## src/sv/lnac_pkg.sv

```systemverilog
`default_nettype none

package lnac_pkg;

   localparam int CAPACITY   = 16;
   localparam int KEY_BITS   = 64;
   localparam int IP_BITS    = 32;
   localparam int SLOTS      = CAPACITY + 1;
   localparam int ADDR_BITS  = $clog2(SLOTS);
   // counts and ranks reach SLOTS itself
   localparam int COUNT_BITS = $clog2(SLOTS + 1);
   localparam int ENTRY_BITS = KEY_BITS + IP_BITS;

   localparam logic CMD_LOOKUP = 1'b0;
   localparam logic CMD_INSERT = 1'b1;

   typedef enum logic [2:0] {
      ST_IDLE   = 3'b001,
      ST_SCAN   = 3'b010,
      ST_UPDATE = 3'b100
   } state_type;

endpackage

`default_nettype wire

```

## src/sv/lru_name_address_cache.sv

```systemverilog
`default_nettype none

// Channel   Dir  Ports                               Content
// req_      in   tvalid/tready/tdata[95:0]/tuser     key + address, tuser = command
// rsp_      out  tvalid/tready/tdata[31:0]/tuser     found address, tuser = hit flag
//
// Each transaction walks all SLOTS entries through one shared key comparator, one
// slot a cycle out of the entry RAM (registered read), then does the recency
// update in the ST_UPDATE state, lookup or insert alike; the slot scan through the
// single RAM read port takes up most of each transaction.
// Synchronous reset clears the valid bits, ranks and fill count at once; no sweep.
// A lookup result sits in the output register; the next request is accepted while it
// waits, and the block holds in the update step only if a new result finds it full.

module lru_name_address_cache (
   input  wire logic        clock,
   input  wire logic        reset,
   input  wire logic        req_tvalid,
   output logic             req_tready,
   input  wire logic [95:0] req_tdata,   // [63:0] domain_key, [95:64] ip_addr
   input  wire logic        req_tuser,   // [0] cmd
   output logic             rsp_tvalid,
   input  wire logic        rsp_tready,
   output logic [31:0]      rsp_tdata,   // [31:0] found_ip
   output logic             rsp_tuser    // [0] hit
);

   localparam int AB = lnac_pkg::ADDR_BITS;
   localparam int CB = lnac_pkg::COUNT_BITS;
   localparam int KB = lnac_pkg::KEY_BITS;
   localparam int IB = lnac_pkg::IP_BITS;
   localparam int NS = lnac_pkg::SLOTS;

   lnac_pkg::state_type state_ff, state_in;

   logic          cmd_ff, cmd_in;
   logic [KB-1:0] key_ff, key_in;
   logic [IB-1:0] ip_ff, ip_in;

   logic [CB-1:0] scan_ff, scan_in;
   logic          chk_vld_ff, chk_vld_in;
   logic [AB-1:0] chk_slot_ff, chk_slot_in;

   logic          found_ff, found_in;
   logic [AB-1:0] best_slot_ff, best_slot_in;
   logic [CB-1:0] best_rank_ff, best_rank_in;
   logic [IB-1:0] best_ip_ff, best_ip_in;

   logic          valid_ff [NS];
   logic          valid_in [NS];
   logic [CB-1:0] rank_ff [NS];
   logic [CB-1:0] rank_in [NS];
   logic [CB-1:0] fill_ff, fill_in;

   logic          rsp_vld_ff, rsp_vld_in;
   logic          rsp_hit_ff, rsp_hit_in;
   logic [IB-1:0] rsp_ip_ff, rsp_ip_in;

   logic                             wr_en;
   logic [AB-1:0]                    wr_addr;
   logic [lnac_pkg::ENTRY_BITS-1:0]  wr_data;
   logic [AB-1:0]                    rd_addr;
   logic [lnac_pkg::ENTRY_BITS-1:0]  rd_data;

   logic          req_fire;
   logic          full;
   logic          rsp_free;
   logic          slot_valid;
   logic [CB-1:0] slot_rank;
   logic          do_promote;
   logic [AB-1:0] pro_slot;
   logic [CB-1:0] pro_rank;

   // Key and address of every slot live in one RAM, read one slot a cycle
   lnac_ram #(
      .WIDTH (lnac_pkg::ENTRY_BITS),
      .DEPTH (lnac_pkg::SLOTS)
   ) u_entry_ram (
      .clock   (clock),
      .wr_en   (wr_en),
      .wr_addr (wr_addr),
      .wr_data (wr_data),
      .rd_addr (rd_addr),
      .rd_data (rd_data)
   );

   assign req_tready = (state_ff == lnac_pkg::ST_IDLE);
   assign req_fire   = req_tvalid && req_tready;
   assign full       = (fill_ff == CB'(NS));
   assign rsp_free   = !rsp_vld_ff || rsp_tready;
   assign rd_addr    = scan_ff[AB-1:0];
   assign slot_valid = valid_ff[chk_slot_ff];
   assign slot_rank  = rank_ff[chk_slot_ff];

   assign rsp_tvalid = rsp_vld_ff;
   assign rsp_tuser  = rsp_hit_ff;
   assign rsp_tdata  = rsp_ip_ff;

   always_comb begin
      state_in     = state_ff;
      cmd_in       = cmd_ff;
      key_in       = key_ff;
      ip_in        = ip_ff;
      scan_in      = scan_ff;
      chk_vld_in   = 1'b0;
      chk_slot_in  = scan_ff[AB-1:0];
      found_in     = found_ff;
      best_slot_in = best_slot_ff;
      best_rank_in = best_rank_ff;
      best_ip_in   = best_ip_ff;
      fill_in      = fill_ff;
      rsp_vld_in   = rsp_vld_ff && !rsp_tready;
      rsp_hit_in   = rsp_hit_ff;
      rsp_ip_in    = rsp_ip_ff;
      wr_en        = 1'b0;
      wr_addr      = fill_ff[AB-1:0];
      wr_data      = {ip_ff, key_ff};
      do_promote   = 1'b0;
      pro_slot     = best_slot_ff;
      pro_rank     = best_rank_ff;
      for (int i = 0; i < NS; i++) begin
         valid_in[i] = valid_ff[i];
      end

      case (state_ff)
         lnac_pkg::ST_IDLE: begin
            if (req_fire) begin
               cmd_in   = req_tuser;
               key_in   = req_tdata[KB-1:0];
               ip_in    = req_tdata[64 +: IB];
               scan_in  = '0;
               found_in = 1'b0;
               state_in = lnac_pkg::ST_SCAN;
            end
         end

         lnac_pkg::ST_SCAN: begin
            // issue one read per cycle; compare the slot read last cycle
            if (scan_ff < CB'(NS)) begin
               chk_vld_in = 1'b1;
               scan_in    = scan_ff + CB'(1);
            end
            if (chk_vld_ff) begin
               if (cmd_ff == lnac_pkg::CMD_LOOKUP) begin
                  if (slot_valid && rd_data[KB-1:0] == key_ff &&
                      (!found_ff || slot_rank < best_rank_ff)) begin
                     found_in     = 1'b1;
                     best_slot_in = chk_slot_ff;
                     best_rank_in = slot_rank;
                     best_ip_in   = rd_data[KB +: IB];
                  end
               end else begin
                  // victim: the least recent slot
                  if (slot_valid && slot_rank == CB'(NS - 1)) begin
                     best_slot_in = chk_slot_ff;
                  end
               end
               if (chk_slot_ff == AB'(NS - 1)) begin
                  state_in = lnac_pkg::ST_UPDATE;
               end
            end
         end

         lnac_pkg::ST_UPDATE: begin
            if (cmd_ff == lnac_pkg::CMD_LOOKUP) begin
               if (rsp_free) begin
                  rsp_vld_in = 1'b1;
                  rsp_hit_in = found_ff;
                  rsp_ip_in  = found_ff ? best_ip_ff : '0;
                  do_promote = found_ff;
                  state_in   = lnac_pkg::ST_IDLE;
               end
            end else begin
               wr_en      = 1'b1;
               do_promote = 1'b1;
               if (full) begin
                  wr_addr  = best_slot_ff;
                  pro_slot = best_slot_ff;
                  pro_rank = CB'(NS - 1);
               end else begin
                  wr_addr  = fill_ff[AB-1:0];
                  pro_slot = fill_ff[AB-1:0];
                  pro_rank = CB'(NS);
                  fill_in  = fill_ff + CB'(1);
               end
               valid_in[wr_addr] = 1'b1;
               state_in = lnac_pkg::ST_IDLE;
            end
         end

         default: begin
            state_in = lnac_pkg::ST_IDLE;
         end
      endcase

      // move the chosen slot to the front; everything ahead of it drops back one
      for (int i = 0; i < NS; i++) begin
         rank_in[i] = rank_ff[i];
         if (do_promote) begin
            if (pro_slot == AB'(i)) begin
               rank_in[i] = '0;
            end else if (valid_ff[i] && rank_ff[i] < pro_rank) begin
               rank_in[i] = rank_ff[i] + CB'(1);
            end
         end
      end
   end

   always_ff @(posedge clock) begin
      if (reset) begin
         state_ff   <= lnac_pkg::ST_IDLE;
         scan_ff    <= '0;
         chk_vld_ff <= 1'b0;
         found_ff   <= 1'b0;
         fill_ff    <= '0;
         rsp_vld_ff <= 1'b0;
         for (int i = 0; i < NS; i++) begin
            valid_ff[i] <= 1'b0;
            rank_ff[i]  <= '0;
         end
      end else begin
         state_ff   <= state_in;
         scan_ff    <= scan_in;
         chk_vld_ff <= chk_vld_in;
         found_ff   <= found_in;
         fill_ff    <= fill_in;
         rsp_vld_ff <= rsp_vld_in;
         for (int i = 0; i < NS; i++) begin
            valid_ff[i] <= valid_in[i];
            rank_ff[i]  <= rank_in[i];
         end
      end
   end

   always_ff @(posedge clock) begin
      cmd_ff       <= cmd_in;
      key_ff       <= key_in;
      ip_ff        <= ip_in;
      chk_slot_ff  <= chk_slot_in;
      best_slot_ff <= best_slot_in;
      best_rank_ff <= best_rank_in;
      best_ip_ff   <= best_ip_in;
      rsp_hit_ff   <= rsp_hit_in;
      rsp_ip_ff    <= rsp_ip_in;
   end

endmodule

`default_nettype wire

```

## src/sv/lnac_ram.sv

```systemverilog
`default_nettype none

module lnac_ram #(
   parameter int WIDTH = 8,
   parameter int DEPTH = 16
) (
   input  wire logic                     clock,
   input  wire logic                     wr_en,
   input  wire logic [$clog2(DEPTH)-1:0] wr_addr,
   input  wire logic [WIDTH-1:0]         wr_data,
   input  wire logic [$clog2(DEPTH)-1:0] rd_addr,
   output logic      [WIDTH-1:0]         rd_data
);

   logic [WIDTH-1:0] mem_ff [DEPTH];

   always_ff @(posedge clock) begin
      if (wr_en) begin
         mem_ff[wr_addr] <= wr_data;
      end
      rd_data <= mem_ff[rd_addr];
   end

endmodule

`default_nettype wire
```

## config.mk

```make
export PLATFORM = sky130hd
export DESIGN_NAME = lru_name_address_cache
export DESIGN_NICKNAME = d
export VERILOG_FILES = /design/src/sv/lnac_pkg.sv /design/src/sv/lru_name_address_cache.sv /design/src/sv/lnac_ram.sv
export SDC_FILE = /design/constraint.sdc
export NUM_CORES = 2
export LEC_CHECK = 0
export BUFFER_PORTS_ARGS = -buffer_cell sky130_fd_sc_hd__buf_2
export CAP_MARGIN = 15
export CORE_UTILIZATION = 50
export DETAILED_ROUTE_END_ITERATION = 12
export PLACE_DENSITY = 0.66
export SLEW_MARGIN = 20
export SYNTH_ARGS = -nofsm -noshare
export SYNTH_HDL_FRONTEND = slang
export SYNTH_SLANG_ARGS = --single-unit
```

## constraint.sdc

```tcl
create_clock -name clock -period 8.7 [get_ports clock]
set_clock_uncertainty 0.1 [all_clocks]
set_input_delay 0.87 -clock clock [delete_from_list [all_inputs] [get_ports clock]]
set_output_delay 0.87 -clock clock [all_outputs]
set_load 0.03 [all_outputs]
```

# Word level (Yosys, flattened, before mapping)
# Memories as Yosys holds them, arrays and structs flattened. A register that Yosys moved wholly into a read port is not among the register bits.
# Cells that the tools add are included.
[word_totals] regBits=193 ram_bits=1734 input_bits=101 elab_cells=298 mem_count=3
[memory_table] memory="u_entry_ram.mem_ff" depth=17 width=96 read_ports=1 rd_ports_with_merged_regs=1 write_ports=1 line_no="lnac_ram.sv:15" source="logic [WIDTH-1:0] mem_ff [DEPTH];"
[memory_table] memory="rank_ff" depth=17 width=5 read_ports=18 rd_ports_with_merged_regs=1 write_ports=17 line_no="lru_name_address_cache.sv:51" source="logic [CB-1:0] rank_ff [NS];"
[memory_table] memory="valid_ff" depth=17 width=1 read_ports=18 rd_ports_with_merged_regs=1 write_ports=17 line_no="lru_name_address_cache.sv:49" source="logic valid_ff [NS];"
[classes] add_sub_neg=19 magnitude_cmp=21 eq_ne=31 mux=130 bitwise_logic=39 reduce_logical=40
[op_table] operator="$mux W5" count=82
[op_table] operator="$add A5 B1 Y5 const B" count=19
[op_table] operator="$lt A5 B5 Y1" count=18
[op_table] operator="$eq A64 B64 Y1" count=1
[op_table] operator="$eq A5 B4 Y1 const B" count=8
[op_table] operator="$mux W1" count=37
[op_table] operator="$mux W17" count=2
[op_table] operator="$or A1 B1 Y1" count=34
[op_table] operator="$logic_and A1 B1 Y1" count=23
[op_table] operator="$eq A5 B3 Y1 const B" count=4
[op_table] operator="$eq A5 B5 Y1 const B" count=4
[op_table] operator="$or A17 B17 Y17" count=1
[op_table] operator="$mux W3" count=5
[op_table] operator="$reduce_and A4 Y1" count=3
[op_table] operator="$eq A5 B2 Y1 const B" count=2
[op_table] operator="$ne A2 B2 Y1 const B" count=5
[op_table] operator="$pmux W5 S2" count=1
[op_table] operator="$pmux W3 S3" count=1
[op_table] operator="$reduce_and A3 Y1" count=3
[op_table] operator="$ge A6 B6 Y1 const B" count=1
[op_table] operator="$lt A6 B1 Y1 const B" count=1
[op_table] operator="$not A5 Y6" count=1
[op_table] operator="$demux W1 S5" count=1
[op_table] operator="$eq A5 B1 Y1 const B" count=1
[op_table] operator="15 further kinds" count=22

# Logic depth before layout (Yosys ltp)
[logic_depth] depth_word=13 depth_mapped=14 mapped_depth_nobuf=12

# Hierarchy
# From an unflattened synthesis, not the netlist that was laid out.
[hier_totals] cells_unflattened=3966 area_unflattened_um2=78899.4
[modules_own_cells] module="lnac_ram" n_inst=1 cells_per_inst=2679 area_per_inst_um2=64215.3 seq_area_each_um2=50928.8
[modules_own_cells] module="lru_name_address_cache" n_inst=1 cells_per_inst=1287 area_per_inst_um2=14684.1 seq_area_each_um2=7627.3

# Worst setup path before layout
# No wires, ideal clock.
[synth_timing] path_kind="reg-to-reg" startpoint="reg fill_ff[0]" endpoint="mem u_entry_ram.mem_ff[14][0] in the netlist's numbering (enable)" setup_time_ps=552 t_arrival_ps=5951 slack_ps=2097 path_stages_with_launch=9 n_path_buf=2 cell_sequence="dfxtp_1 ha_1 and4bb_1 buf_2 buf_1 a21oi_1 nor3_1 o21ai_0 nor2_1"
[synth_via] elab_chain_cells=6
[synth_lines] element="start, declared" line_no="lru_name_address_cache.sv:53" source="logic [CB-1:0] fill_ff, fill_in;"
[synth_lines] element="start signal, assigned" line_no="lru_name_address_cache.sv:226" source="fill_ff <= fill_in;"
[synth_lines] element="$eq A5 B5 Y1" line_no="lru_name_address_cache.sv:89" source="assign full = (fill_ff == CB'(NS));"
[synth_lines] element="$mux W5" line_no="lru_name_address_cache.sv:176" source="if (full) begin"
[synth_lines] element="$mux W5" line_no="lru_name_address_cache.sv:165" source="if (cmd_ff == lnac_pkg::CMD_LOOKUP) begin"
[synth_lines] element="$mux W5" line_no="lru_name_address_cache.sv:125" source="case (state_ff)"
[synth_lines] element="$mux W5" line_no="lru_name_address_cache.sv:165"
[synth_lines] element="$mux W5 (*)" line_no="lru_name_address_cache.sv:125"
[synth_lines] element="end, declared" line_no="lnac_ram.sv:15"
# Every way passes the cells marked *; elsewhere a longest branch is shown, timed or not. The select of a mux whose other input is x is not followed.

# Final worst setup path
[layout_timing] startpoint="reg cmd_ff" endpoint="mem u_entry_ram.mem_ff[2][54] in the netlist's numbering (enable)"
[layout_via] elab_chain_cells=4 elab_cells_between_ends=6
[layout_lines] element="start, declared" line_no="lru_name_address_cache.sv:36" source="logic cmd_ff, cmd_in;"
[layout_lines] element="start signal, assigned" line_no="lru_name_address_cache.sv:236" source="cmd_ff <= cmd_in;"
[layout_lines] element="$mux W1" line_no="lru_name_address_cache.sv:165"
[layout_lines] element="$mux W1" line_no="lru_name_address_cache.sv:125"
[layout_lines] element="$mux W1" line_no="lnac_ram.sv:18" source="if (wr_en) begin"
[layout_lines] element="$mux W1 (not written as such)" line_no="lnac_ram.sv:19" source="mem_ff[wr_addr] <= wr_data;"
# Parallel ways exist; a longest one is shown, timed or not.

==> flow_summary.toml <==
[run_status]
status = "complete, no violations"

[logic_synthesis]
synth-seq-cells = 2023
synth.net_count = 3910
yosys_warnings = 0
synthArstFlopShare_pct = 0
synth_top_area_share_pct = 69.55
synth_cell_types = 65
synthTopCellsByArea = "edfxtp_1 (70%), mux4_2 (14%), dfxtp_1 (5.6%)"
synth_edf_count = 1804
synth_ff_type = "edfxtp_1"
yosysSeqAreaShare_pct = 75.18
syn_area_per_cell_um2 = 20.96
synth_area_um2 = 77890
synth_top_cell_by_area = "edfxtp_1"
syn-instance-count = 3717

[flow_run]
maxCapViolations = 0

[die]
initial_utilization_pct = 50.45
core_region_area_um2 = 154400
die_y_um = 396.7
rows = 144
dieArea_um2 = 157400
io_pins = 136
die_x_um = 396.7

[placement]
preCtsSetupSlack_ns = 4.149
placed_area_um2 = 81350
globalplace.congestion = 0.8389
dp_hpwl_um = 89630
io_buffers = 135

[finish]
design_area_um2 = 88240
n_fill_cell = 11177
finalNetCount = 4159
drive_above_1_share_pct = 27.79
area_delta_synth_final_pct = 13.28

[sta]
finalSetupTns_ns = 0
worst_pin_slew_ns = 1.156
finalSetupViolations = 0
finalHoldViolations = 0
fmax_mhz = 219.6
maxSlewHeadroom_pct = 22.78
rsz0062_at_grt = "false"
worst_slack_ns = 4.146
holdWs_ns = 0.1091
slew_viol_final = 0
fin_crit_sh_pct = 52.35
layout_min_cycle_time_ns = 4.554

[global_route]
overflow = 0
grt_pass1_wl_um = 249600
antenna_found_initial = 9
grtUsageTotal_pct = 21.72
grt_pass1_vias = 37156
grt_max_degree = 156

[power_and_ir_drop]
power_density_nw_per_um2 = 225.0
p_total_mw = 19.86
peakVddDrop_mv = 0.2032
p_leak_nw = 27.79

[routing]
drtPass1Iterations = 8
vias_per_cell = 5.948
routed_wl_um = 168900
remaining_drc_errors = 0
routedWlPerCell_um = 27.30
via_count = 36804
drt_first_iter_violations = 3017
ant_nets = 0

[worst_setup_path]
critical_path_class = "reg -> reg"
path_max_fanout = 47
crit_arrival_ns = 4.86
cp.required_ns = 9.01
end_kind = "flip-flop"
start_kind = "flip-flop"

[clocking]
htree_levels = 4
tritoncts = "done"
clk_latency_ns = 0.83
cts.repair.resized = 0
clock-root-buffer = "clkbuf_16"
clock_sinks = 2023
hold_buffers = 0
clk_path_buf_depth = 3
post_cts_buffers = 0
cts.clk_slew.worst_paths_ns = 0.06
cts_buffers = 198

[worst_hold_path]
min_path_type = "in -> reg"
cells by family after synthesis:
family	share of synthesized area (%)
buffers and inverters	0.9028
AO/OA/AOI/OAI	2.099
flip-flops	75.18
AND/OR/NAND/NOR	2.977
multiplexers	16.13
adder cells (fa/ha/maj)	1.478
XOR/XNOR	1.237
Yosys cell counts, types with 15 or more instances:
| cell | count |
|---|---|
| inv_1 | 22 |
| mux4_2 | 491 |
| xor2_1 | 26 |
| o21ai_0 | 34 |
| mux2_2 | 97 |
| nand2b_1 | 35 |
| clkbuf_1 | 94 |
| nor2_1 | 141 |
| buf_2 | 25 |
| dfxtp_1 | 219 |
| o2111ai_1 | 18 |
| buf_1 | 33 |
| nand4_1 | 15 |
| a21oi_1 | 81 |
| xnor2_1 | 84 |
| nand2_1 | 32 |
| mux2i_1 | 40 |
| a21o_1 | 29 |
| ha_1 | 92 |
| and2_1 | 40 |
| edfxtp_1 | 1804 |
| or3_1 | 21 |
| nor3_1 | 33 |
| nor3b_1 | 16 |
| nand3_1 | 64 |
sequential cells by signal (all words and copies together) (netlist names), 17 cells and up:
name,count
u_entry_ram.mem_ff,1632
u_entry_ram.rd_data,96
rank_ff,85
key_ff,64
best_ip_ff,32
ip_ff,32
rsp_tdata,32
valid_ff,17
worst max-delay path, stage by stage, from the launching register on:
cell,delay [ns]
edfxtp_1,0.55
nand4bb_1,0.63
or3_1,0.59
a21oi_1,0.24
nand2_1,0.28
nor2_4,0.82
buf_4,0.90
layout make-up:
cell class / count / area (um^2) / share of cell area, %
Sequential cell: 2023 / 58570 / 66.38
Multi-Input combinational cell: 1518 / 18800 / 21.30
Clock buffer: 268 / 5459 / 6.187
Tap cell: 2044 / 2557 / 2.898
Timing Repair Buffer: 203 / 1429 / 1.619
Clock inverter: 108 / 1331 / 1.509
Inverter: 22 / 87.58 / 0.09926
Antenna cell: 2 / 5.005 / 0.005672
stage by stage:
stage / cells / util [%]
2_1_floorplan: 3717 / -
3_3_place_gp: 5804 / 52.65
3_5_place_dp: 5806 / 52.68
4_1_cts: 6182 / 57.08
5_1_grt: 6187 / 57.15
6_report: 6188 / 57.15
report_power, final:
part           internal, mW  leakage [nW]  total (mW)  switching [mW]
clock network          5.05          3.31        8.72            3.68
logic                 0.136          6.47       0.302           0.166
registers              10.7          18.0        10.8           0.159
worst paths after layout:
check | slack, ns | from | endpoint | depth (start not counted)
max | 4.15 | cmd_ff$_DFFE_PP_ | u_entry_ram.mem_ff[2][54]$_DFFE_PP_ | 6
min | 0.11 | req_tdata[80] | ip_ff[16]$_DFFE_PP_ | 1
max reg2reg | 4.15 | cmd_ff$_DFFE_PP_ | u_entry_ram.mem_ff[2][54]$_DFFE_PP_ | 6
min reg2reg | 0.30 | u_entry_ram.rd_data[82]$_DFF_P_ | best_ip_ff[18]$_DFFE_PP_ | 0
layout by cell type (no fill, tap or decap), types with 20 or more instances in the layout:
master / count
xor2_1: 26
nand3_1: 64
ha_1: 92
xnor2_1: 84
clkbuf_8: 22
clkinv_1: 25
clkbuf_1: 47
o21ai_0: 33
bufinv_16: 20
a21o_1: 29
nand2b_1: 35
mux2_2: 97
a21oi_1: 81
edfxtp_1: 1804
nand2_1: 32
inv_1: 21
or3_1: 21
nor2_1: 124
mux2i_1: 40
buf_4: 51
clkbuf_16: 199
mux4_2: 491
nor3_1: 33
buf_2: 135
and2_1: 40
dfxtp_1: 214
clkinv_2: 38
per-layer routing:
layer / share of wire (%) / track usage (%) / up-vias
met5: 0.0077 / 0 / -
met1: 42 / 30.50 / 19599
met3: 6.1 / 3.863 / 226
li1: - / - / 15825
met2: 49 / 35.15 / 1152
met4: 2.3 / 6.074 / 2
No activity file was read; power rests on OpenSTA's default activity.
